**src/sha2_pkg.sv**
```systemverilog
// Shared types, round constants, initial values and sigma functions for the SHA-2 engine.
package sha2_pkg;

  typedef logic [31:0] word_t;
  typedef logic [7:0][31:0] hash_t;

  typedef struct packed {
    logic push;
    logic step;
  } sched_ctrl_t;

  typedef struct packed {
    logic load;
    logic step;
  } round_ctrl_t;

  localparam int unsigned ROUNDS = 64;
  localparam logic MODE_SHA256 = 1'b0;
  localparam logic MODE_SHA224 = 1'b1;
  localparam word_t PAD_MARKER = 32'h8000_0000;

  localparam word_t ROUND_K [ROUNDS] = '{
    32'h428a2f98, 32'h71374491, 32'hb5c0fbcf, 32'he9b5dba5,
    32'h3956c25b, 32'h59f111f1, 32'h923f82a4, 32'hab1c5ed5,
    32'hd807aa98, 32'h12835b01, 32'h243185be, 32'h550c7dc3,
    32'h72be5d74, 32'h80deb1fe, 32'h9bdc06a7, 32'hc19bf174,
    32'he49b69c1, 32'hefbe4786, 32'h0fc19dc6, 32'h240ca1cc,
    32'h2de92c6f, 32'h4a7484aa, 32'h5cb0a9dc, 32'h76f988da,
    32'h983e5152, 32'ha831c66d, 32'hb00327c8, 32'hbf597fc7,
    32'hc6e00bf3, 32'hd5a79147, 32'h06ca6351, 32'h14292967,
    32'h27b70a85, 32'h2e1b2138, 32'h4d2c6dfc, 32'h53380d13,
    32'h650a7354, 32'h766a0abb, 32'h81c2c92e, 32'h92722c85,
    32'ha2bfe8a1, 32'ha81a664b, 32'hc24b8b70, 32'hc76c51a3,
    32'hd192e819, 32'hd6990624, 32'hf40e3585, 32'h106aa070,
    32'h19a4c116, 32'h1e376c08, 32'h2748774c, 32'h34b0bcb5,
    32'h391c0cb3, 32'h4ed8aa4a, 32'h5b9cca4f, 32'h682e6ff3,
    32'h748f82ee, 32'h78a5636f, 32'h84c87814, 32'h8cc70208,
    32'h90befffa, 32'ha4506ceb, 32'hbef9a3f7, 32'hc67178f2
  };

  function automatic hash_t iv_of(input logic mode);
    hash_t h;
    if (mode == MODE_SHA224) begin
      h[0] = 32'hc1059ed8; h[1] = 32'h367cd507; h[2] = 32'h3070dd17; h[3] = 32'hf70e5939;
      h[4] = 32'hffc00b31; h[5] = 32'h68581511; h[6] = 32'h64f98fa7; h[7] = 32'hbefa4fa4;
    end else begin
      h[0] = 32'h6a09e667; h[1] = 32'hbb67ae85; h[2] = 32'h3c6ef372; h[3] = 32'ha54ff53a;
      h[4] = 32'h510e527f; h[5] = 32'h9b05688c; h[6] = 32'h1f83d9ab; h[7] = 32'h5be0cd19;
    end
    return h;
  endfunction

  function automatic word_t big_sigma0(input word_t x);
    return {x[1:0], x[31:2]} ^ {x[12:0], x[31:13]} ^ {x[21:0], x[31:22]};
  endfunction

  function automatic word_t big_sigma1(input word_t x);
    return {x[5:0], x[31:6]} ^ {x[10:0], x[31:11]} ^ {x[24:0], x[31:25]};
  endfunction

  function automatic word_t small_sigma0(input word_t x);
    return {x[6:0], x[31:7]} ^ {x[17:0], x[31:18]} ^ {3'd0, x[31:3]};
  endfunction

  function automatic word_t small_sigma1(input word_t x);
    return {x[16:0], x[31:17]} ^ {x[18:0], x[31:19]} ^ {10'd0, x[31:10]};
  endfunction

endpackage

```
**src/sha2_sched.sv**
```systemverilog
// Sixteen-word block buffer that also rolls out the message schedule during the rounds.
module sha2_sched (
  input  logic                 clk,
  input  sha2_pkg::sched_ctrl_t ctrl,
  input  sha2_pkg::word_t      push_word,
  output sha2_pkg::word_t      w_cur
);
  import sha2_pkg::*;

  word_t win [16];
  word_t w_next;

  // The oldest word sits at index 0 and is the schedule word of the current round.
  assign w_next = small_sigma1(win[14]) + win[9] + small_sigma0(win[1]) + win[0];
  assign w_cur  = win[0];

  always_ff @(posedge clk) begin
    if (ctrl.push || ctrl.step) begin
      for (int i = 0; i < 15; i++) begin
        win[i] <= win[i + 1];
      end
      win[15] <= ctrl.push ? push_word : w_next;
    end
  end

endmodule

```
**src/sha2_round.sv**
```systemverilog
// Working variables a to h and the compression round that updates them once per cycle while stepping.
module sha2_round (
  input  logic                 clk,
  input  sha2_pkg::round_ctrl_t ctrl,
  input  sha2_pkg::hash_t      cv,
  input  sha2_pkg::word_t      k,
  input  sha2_pkg::word_t      w,
  output sha2_pkg::hash_t      vars
);
  import sha2_pkg::*;

  word_t t1;
  word_t t2;
  word_t ch;
  word_t maj;

  always_comb begin
    ch  = (vars[4] & vars[5]) ^ (~vars[4] & vars[6]);
    maj = (vars[0] & vars[1]) ^ (vars[0] & vars[2]) ^ (vars[1] & vars[2]);
    t1  = vars[7] + big_sigma1(vars[4]) + ch + k + w;
    t2  = big_sigma0(vars[0]) + maj;
  end

  always_ff @(posedge clk) begin
    if (ctrl.load) begin
      vars <= cv;
    end else if (ctrl.step) begin
      vars[7] <= vars[6];
      vars[6] <= vars[5];
      vars[5] <= vars[4];
      vars[4] <= vars[3] + t1;
      vars[3] <= vars[2];
      vars[2] <= vars[1];
      vars[1] <= vars[0];
      vars[0] <= t1 + t2;
    end
  end

endmodule

```
**src/sha224_sha256_hash_engine_top.sv**
```systemverilog
// Top level of the SHA-256 / SHA-224 engine: sequencer, chaining value and stream ports.
//
//   Channel  Dir  Handshake          Contents
//   s_*      in   s_tvalid/s_tready  message word, byte count, tlast = last word
//   m_*      out  m_tvalid/m_tready  digest word, word index, tlast = final digest word
//   cfg_*    in   cfg_wr_en          digest mode (0 = SHA-256, 1 = SHA-224)
//
// A word that does not complete a block is pushed into the buffer; the sixteenth word of a
// block starts the 64 rounds of the shared round unit, whose result is then folded into the
// chaining value. A last word adds one push per padding word plus one or two compressions,
// then the digest leaves one word per transaction (eight or seven).
// The input is not ready while a compression, padding or digest output is in progress.
// Reset is synchronous and loads the SHA-256 initial values.
module sha224_sha256_hash_engine_top (
  input  logic        clk,
  input  logic        rst,
  input  logic        s_tvalid,
  output logic        s_tready,
  input  logic [39:0] s_tdata,   // [31:0] message_word, [34:32] byte_count, rest zero
  input  logic        s_tlast,
  output logic        m_tvalid,
  input  logic        m_tready,
  output logic [39:0] m_tdata,   // [31:0] digest_word, [34:32] word_index, rest zero
  output logic        m_tlast,
  input  logic        cfg_wr_en,
  input  logic        cfg_wr_data
);
  import sha2_pkg::*;

  typedef enum logic [2:0] {S_IDLE, S_PAD, S_ROUND, S_FIN, S_OUT} state_t;

  state_t      state;
  logic        mode;
  hash_t       cv;
  logic [63:0] bits;
  logic [3:0]  fill;
  logic [5:0]  rnd;
  logic [2:0]  out_idx;
  logic        need_marker;
  logic        hi_sent;
  logic        pad_active;
  logic        final_blk;

  logic        s_acc;
  logic        m_acc;
  logic [2:0]  cnt_sat;
  word_t       in_word;
  word_t       tail_word;
  logic        push_en;
  word_t       push_data;
  logic [2:0]  last_idx;
  hash_t       vars;
  word_t       w_cur;
  sched_ctrl_t sched_ctrl;
  round_ctrl_t round_ctrl;

  assign s_acc    = s_tvalid && s_tready;
  assign m_acc    = m_tvalid && m_tready;
  assign in_word  = s_tdata[31:0];
  assign s_tready = (state == S_IDLE);
  assign m_tvalid = (state == S_OUT);
  assign last_idx = (mode == MODE_SHA224) ? 3'd6 : 3'd7;
  assign m_tlast  = (out_idx == last_idx);
  assign m_tdata  = {5'd0, out_idx, cv[out_idx]};

  always_comb begin
    cnt_sat = (s_tdata[34:32] > 3'd4) ? 3'd4 : s_tdata[34:32];
    case (cnt_sat)
      3'd0:    tail_word = PAD_MARKER;
      3'd1:    tail_word = {in_word[31:24], 24'h80_0000};
      3'd2:    tail_word = {in_word[31:16], 16'h8000};
      3'd3:    tail_word = {in_word[31:8], 8'h80};
      default: tail_word = in_word;
    endcase

    push_en   = 1'b0;
    push_data = '0;
    if (state == S_IDLE && s_acc) begin
      push_en   = 1'b1;
      push_data = s_tlast ? tail_word : in_word;
    end else if (state == S_PAD) begin
      push_en = 1'b1;
      if (need_marker) begin
        push_data = PAD_MARKER;
      end else if (hi_sent) begin
        push_data = bits[31:0];
      end else if (fill == 4'd14) begin
        push_data = bits[63:32];
      end else begin
        push_data = '0;
      end
    end

    sched_ctrl.push = push_en;
    sched_ctrl.step = (state == S_ROUND);
    round_ctrl.load = push_en && (fill == 4'd15);
    round_ctrl.step = (state == S_ROUND);
  end

  sha2_sched u_sched (
    .clk       (clk),
    .ctrl      (sched_ctrl),
    .push_word (push_data),
    .w_cur     (w_cur)
  );

  sha2_round u_round (
    .clk  (clk),
    .ctrl (round_ctrl),
    .cv   (cv),
    .k    (ROUND_K[rnd]),
    .w    (w_cur),
    .vars (vars)
  );

  always_ff @(posedge clk) begin
    if (rst) begin
      state       <= S_IDLE;
      mode        <= MODE_SHA256;
      cv          <= iv_of(MODE_SHA256);
      bits        <= '0;
      fill        <= '0;
      rnd         <= '0;
      out_idx     <= '0;
      need_marker <= 1'b0;
      hi_sent     <= 1'b0;
      pad_active  <= 1'b0;
      final_blk   <= 1'b0;
    end else begin
      unique case (state)
        S_IDLE: begin
          if (s_acc) begin
            if (s_tlast) begin
              bits        <= bits + {58'd0, cnt_sat, 3'd0};
              need_marker <= (cnt_sat == 3'd4);
              hi_sent     <= 1'b0;
              pad_active  <= 1'b1;
              final_blk   <= 1'b0;
              state       <= S_PAD;
            end else begin
              bits       <= bits + 64'd32;
              pad_active <= 1'b0;
            end
          end
        end
        S_PAD: begin
          if (need_marker) begin
            need_marker <= 1'b0;
          end else if (hi_sent) begin
            // The low length word always completes the final block.
            final_blk <= 1'b1;
          end else if (fill == 4'd14) begin
            hi_sent <= 1'b1;
          end
        end
        S_ROUND: begin
          rnd <= rnd + 6'd1;
          if (rnd == 6'(ROUNDS - 1)) begin
            state <= S_FIN;
          end
        end
        S_FIN: begin
          for (int i = 0; i < 8; i++) begin
            cv[i] <= cv[i] + vars[i];
          end
          out_idx <= '0;
          if (final_blk) begin
            state <= S_OUT;
          end else if (pad_active) begin
            state <= S_PAD;
          end else begin
            state <= S_IDLE;
          end
        end
        S_OUT: begin
          if (m_acc) begin
            if (m_tlast) begin
              cv         <= iv_of(mode);
              bits       <= '0;
              fill       <= '0;
              pad_active <= 1'b0;
              final_blk  <= 1'b0;
              state      <= S_IDLE;
            end else begin
              out_idx <= out_idx + 3'd1;
            end
          end
        end
        default: state <= S_IDLE;
      endcase

      // A pushed word that fills the block starts a compression.
      if (push_en) begin
        if (fill == 4'd15) begin
          fill  <= '0;
          rnd   <= '0;
          state <= S_ROUND;
        end else begin
          fill <= fill + 4'd1;
        end
      end

      if (cfg_wr_en) begin
        mode <= cfg_wr_data;
        cv   <= iv_of(cfg_wr_data);
        bits <= '0;
        fill <= '0;
      end
    end
  end

endmodule

```
**config.mk**
```make
export PLATFORM = sky130hd
export DESIGN_NAME = sha224_sha256_hash_engine_top
export DESIGN_NICKNAME = d
export VERILOG_FILES = /design/src/sha2_pkg.sv /design/src/sha2_sched.sv /design/src/sha2_round.sv /design/src/sha224_sha256_hash_engine_top.sv
export SDC_FILE = /design/constraint.sdc
export NUM_CORES = 2
export LEC_CHECK = 0
export ABC_AREA = 1
export BUFFER_PORTS_ARGS = -buffer_cell sky130_fd_sc_hd__buf_2
export CORE_ASPECT_RATIO = 0.75
export CORE_MARGIN = 2
export CORE_UTILIZATION = 40
export DETAILED_ROUTE_END_ITERATION = 10
export PLACE_DENSITY = 0.53
export SLEW_MARGIN = 25
export SYNTH_ARGS = -nofsm -noshare
export SYNTH_HDL_FRONTEND = slang
export SYNTH_HIERARCHICAL = 1
export SYNTH_SLANG_ARGS = --single-unit
```
**constraint.sdc**
```tcl
create_clock -name clk -period 10.85 [get_ports clk]
set_input_delay 2.17 -clock clk [delete_from_list [all_inputs] [get_ports clk]]
set_output_delay 2.17 -clock clk [all_outputs]
set_load 0.01 [all_outputs]
```
==> summary.md <==
| Metric | Value |
|---|---|
| Tightest Hold Check Type | reg2reg |
| CTS Buffer Depth | 3 |
| Via count | just under 80000 |
| Outcome | completed |
| Pre-antenna DRT Iters | 7 |
| Post-CTS resize count | 0 |
| RSZ-0062 raised after global routing | no |
| Slowest library cell on the worst path | dfxtp_1 |
| Worst endpoint data arrival time | 10.03 ns |
| Die width | 523 um |
| Root buf cell | clkbuf_16 |
| Share of post-route cells with drive strength above 1 | under 10% |
| Reg clk slew, reported paths | 0.07 ns |
| Placement Cell Area | about 0.085 mm^2 |
| Clk sinks | around 1100 |
| Post-synth top area share | 28.5% |
| CP max stage delay | approximately 0.79 ns |
| Area of the mapped netlist | a little over 0.08 mm^2 |
| Port Buf Inserts | 79 |
| Syn-to-layout area delta | 10.6% |
| Setup Buffers After CTS | 0 |
| Clock Latency Late Sink | 0.82 ns |
| Register area | 0.0298 mm^2 |
| Slew Viols, Final | 0 |
| Power per cell area | around 240 mW/mm^2 |
| Syn Inst Count | around 11000 |
| Seq/Total Area, Yosys | 36.9% |
| Tcrit/Tclk final | 87.6% |
| H-tree depth | 3 |
| Area leader, netlist | edfxtp_1 |
| Die H | about 390 um |
| CP endpoint kind | register |
| Global placement routability congestion | approximately 1.1 |
| CTS Buf Count | approximately 120 |
| Cell area after layout | roughly 0.09 mm^2 |
| Synth area leaders | edfxtp_1 29%, nand2_1 16%, dfxtp_1 8.4% |
| Overflow after GRT | 0 |
| Final Hold Viols | 0 |
| Ys flop type | edfxtp_1 |
| Die area | around 0.21 mm^2 |
| IO Pins | 90 |
| Warnings, synthesis | 6 |
| Post-CTS Hold Buffers | 0 |
| Ys async rst share | 0% |
| Leakage | between 40 and 50 nW |
| Pin count of the biggest net entering global routing | 187 |
| Crit path time final | ~9.5 ns |
| Avg Cell Area, Syn | between 7 and 8 um^2 |
| VDD IR max | ~280 uV |
| Residual DRC | 0 |
| Fmax | about 110 MHz |
| Initial antenna violation count | 29 |
| Total Wirelength | about 400000 um |
| Most used cell along the critical path | inv_1 |
| Fill count | between 20000 and 25000 |
| Final HPWL DP | 313000 um |
| First-pass GRT wire length | approximately 540000 um |
| Vias in the first global route | about 70000 |
| CP Class | reg2reg |
| Startpoint types | register |
| Vias per cell | between 5 and 6 |
| Yosys cell types | 77 |
| Rows | between 100 and 150 |
| Core area | between 0.2 and 0.25 mm^2 |
| Gr usage total | between 30% and 40% |
| Clk_skew | 0.0805 ns |
| Remaining antenna violation count | 0 |
| Max-cap violation count | 0 |
| Fin Setup TNS | 0 ns |
| Initial Util | between 40% and 50% |
| Area of the multi-input gates | around 0.043 mm^2 |
| Slew HR | between 10% and 20% |
| # nets final | around 12000 |
| Clock tree from TritonCTS | built |
| Number of flops mapped to enable cells by yosys | between 700 and 800 |
| Avg WL per Cell | between 20 and 30 um |
| Critical Path RT | between 10 and 15 ns |
| Number of DRC markers in iteration 0 | 12300 |
| Worst slew pin tran | between 1 and 1.5 ns |
| FF+latch count, synth | 1106 |
| Worst-path fanout max | 14 |
| Final setup vio count | 0 |
-- registers in the layout, summed over array words and instances, names as in the netlist --
signal        count
u_sched/win     512
cv              256
u_round/vars    256
bits             61
rnd               6
fill              4
out_idx           3
state             3
final_blk         1
hi_sent           1
mode              1
need_marker       1
pad_active        1
-- critical path, delay by kind of cell (launching register included) --
family | cells | cell delay [ns]
adders and majority gates | 7 | 3.33
DFF | 1 | 0.79
and+or+nand+nor | 13 | 1.53
xor gates and xnor gates | 1 | 0.69
buffers and inverters | 9 | 1.48
AOI/OAI and AO/OA | 4 | 1.43
-- per-stage QoR --
| stage | cells | worst slack, ns | util, % | hold slack, ns | power (mW) |
|---|---|---|---|---|---|
| after floorplan | 11200 | 1.21 | - | 0.400 | 12.1 |
| after global placement | 13800 | 1.78 | 42.5 | 0.400 | 16.2 |
| after detailed placement | 13800 | 1.81 | 42.5 | 0.405 | 16.2 |
| after CTS | 14000 | 1.77 | 44.6 | 0.363 | 20.6 |
| after global routing | 14000 | 1.15 | 44.6 | 0.371 | 22.3 |
| final | 14100 | 1.34 | 44.6 | 0.369 | 21.1 |
-- cell families after synthesis --
| logic type | share of synthesized area [%] |
|---|---|
| AOI/OAI and AO/OA | 11.1 |
| xor gates and xnor gates | 3.79 |
| adders and majority gates | 11.0 |
| buffers and inverters | 10.3 |
| DFF | 36.9 |
| muxes | 0.0124 |
| other | 0.00464 |
| and+or+nand+nor | 27.0 |
-- synth_stat cells (all sizes together), types with 103 or more instances --
| cell type | n |
|---|---|
| nand3 | 622 |
| dfxtp | 338 |
| o21ai | 698 |
| inv | 1757 |
| a21oi | 656 |
| nor3 | 103 |
| ha | 396 |
| xnor2 | 186 |
| fa | 196 |
| edfxtp | 768 |
| xor2 | 163 |
| clkbuf | 235 |
| nand2 | 3424 |
| buf | 123 |
| nor2 | 979 |
-- layout by cell type, fill, tap and decap left out, types with 34 or more instances in the layout --
| cell type | n |
|---|---|
| buf_2 | 78 |
| clkbuf_16 | 122 |
| a31oi_1 | 61 |
| a21oi_1 | 642 |
| o22ai_1 | 39 |
| inv_1 | 1737 |
| o21ai_0 | 658 |
| o21bai_1 | 43 |
| nor3_1 | 92 |
| xor2_1 | 162 |
| edfxtp_1 | 768 |
| ha_1 | 396 |
| dfxtp_1 | 335 |
| xnor2_1 | 186 |
| nand3b_1 | 34 |
| buf_4 | 263 |
| nand2_1 | 3398 |
| fa_1 | 196 |
| nor2_1 | 960 |
| nand4_1 | 92 |
| nand3_1 | 613 |
-- final timing paths --
| path | from | end | slack [ns] | depth (start not counted) |
|---|---|---|---|---|
| min reg2reg | u_sched/win[1][6] | u_sched/win[0][38] | 0.37 | 0 |
| max | rnd[1] | u_round/vars[31] | 1.34 | 34 |
| min | u_sched/win[1][6] | u_sched/win[0][38] | 0.37 | 0 |
| max reg2reg | rnd[1] | u_round/vars[31] | 1.34 | 34 |
-- metal layers --
metal | part of all wire (%) | global-route usage (%) | vias to the layer above
met5 | 0.043 | 0 | -
met4 | 2.0 | 6.89 | 18
met3 | 16 | 17.1 | 398
met2 | 33 | 42.7 | 4847
met1 | 48 | 61.0 | 38200
li1 | - | - | 36000
-- report_power, final --
part           total [mW]  leakage [nW]  switching, mW  internal [mW]
registers            5.72          10.1          0.477           5.24
clock network        4.40          1.96           2.02           2.38
logic                10.9          30.0           7.33           3.60
-- final cells by class --
cell class	instances	share of cell area, %
flip-flops and latches	1106	33.4
inverters	1767	7.44
multi-input cells	7928	47.9
diodes	9	0.0252
well taps	2664	3.73
clock buffers	144	3.58
clock inverters	83	1.03
repair buffers	355	2.96
Power figures use the tool's default switching activity.
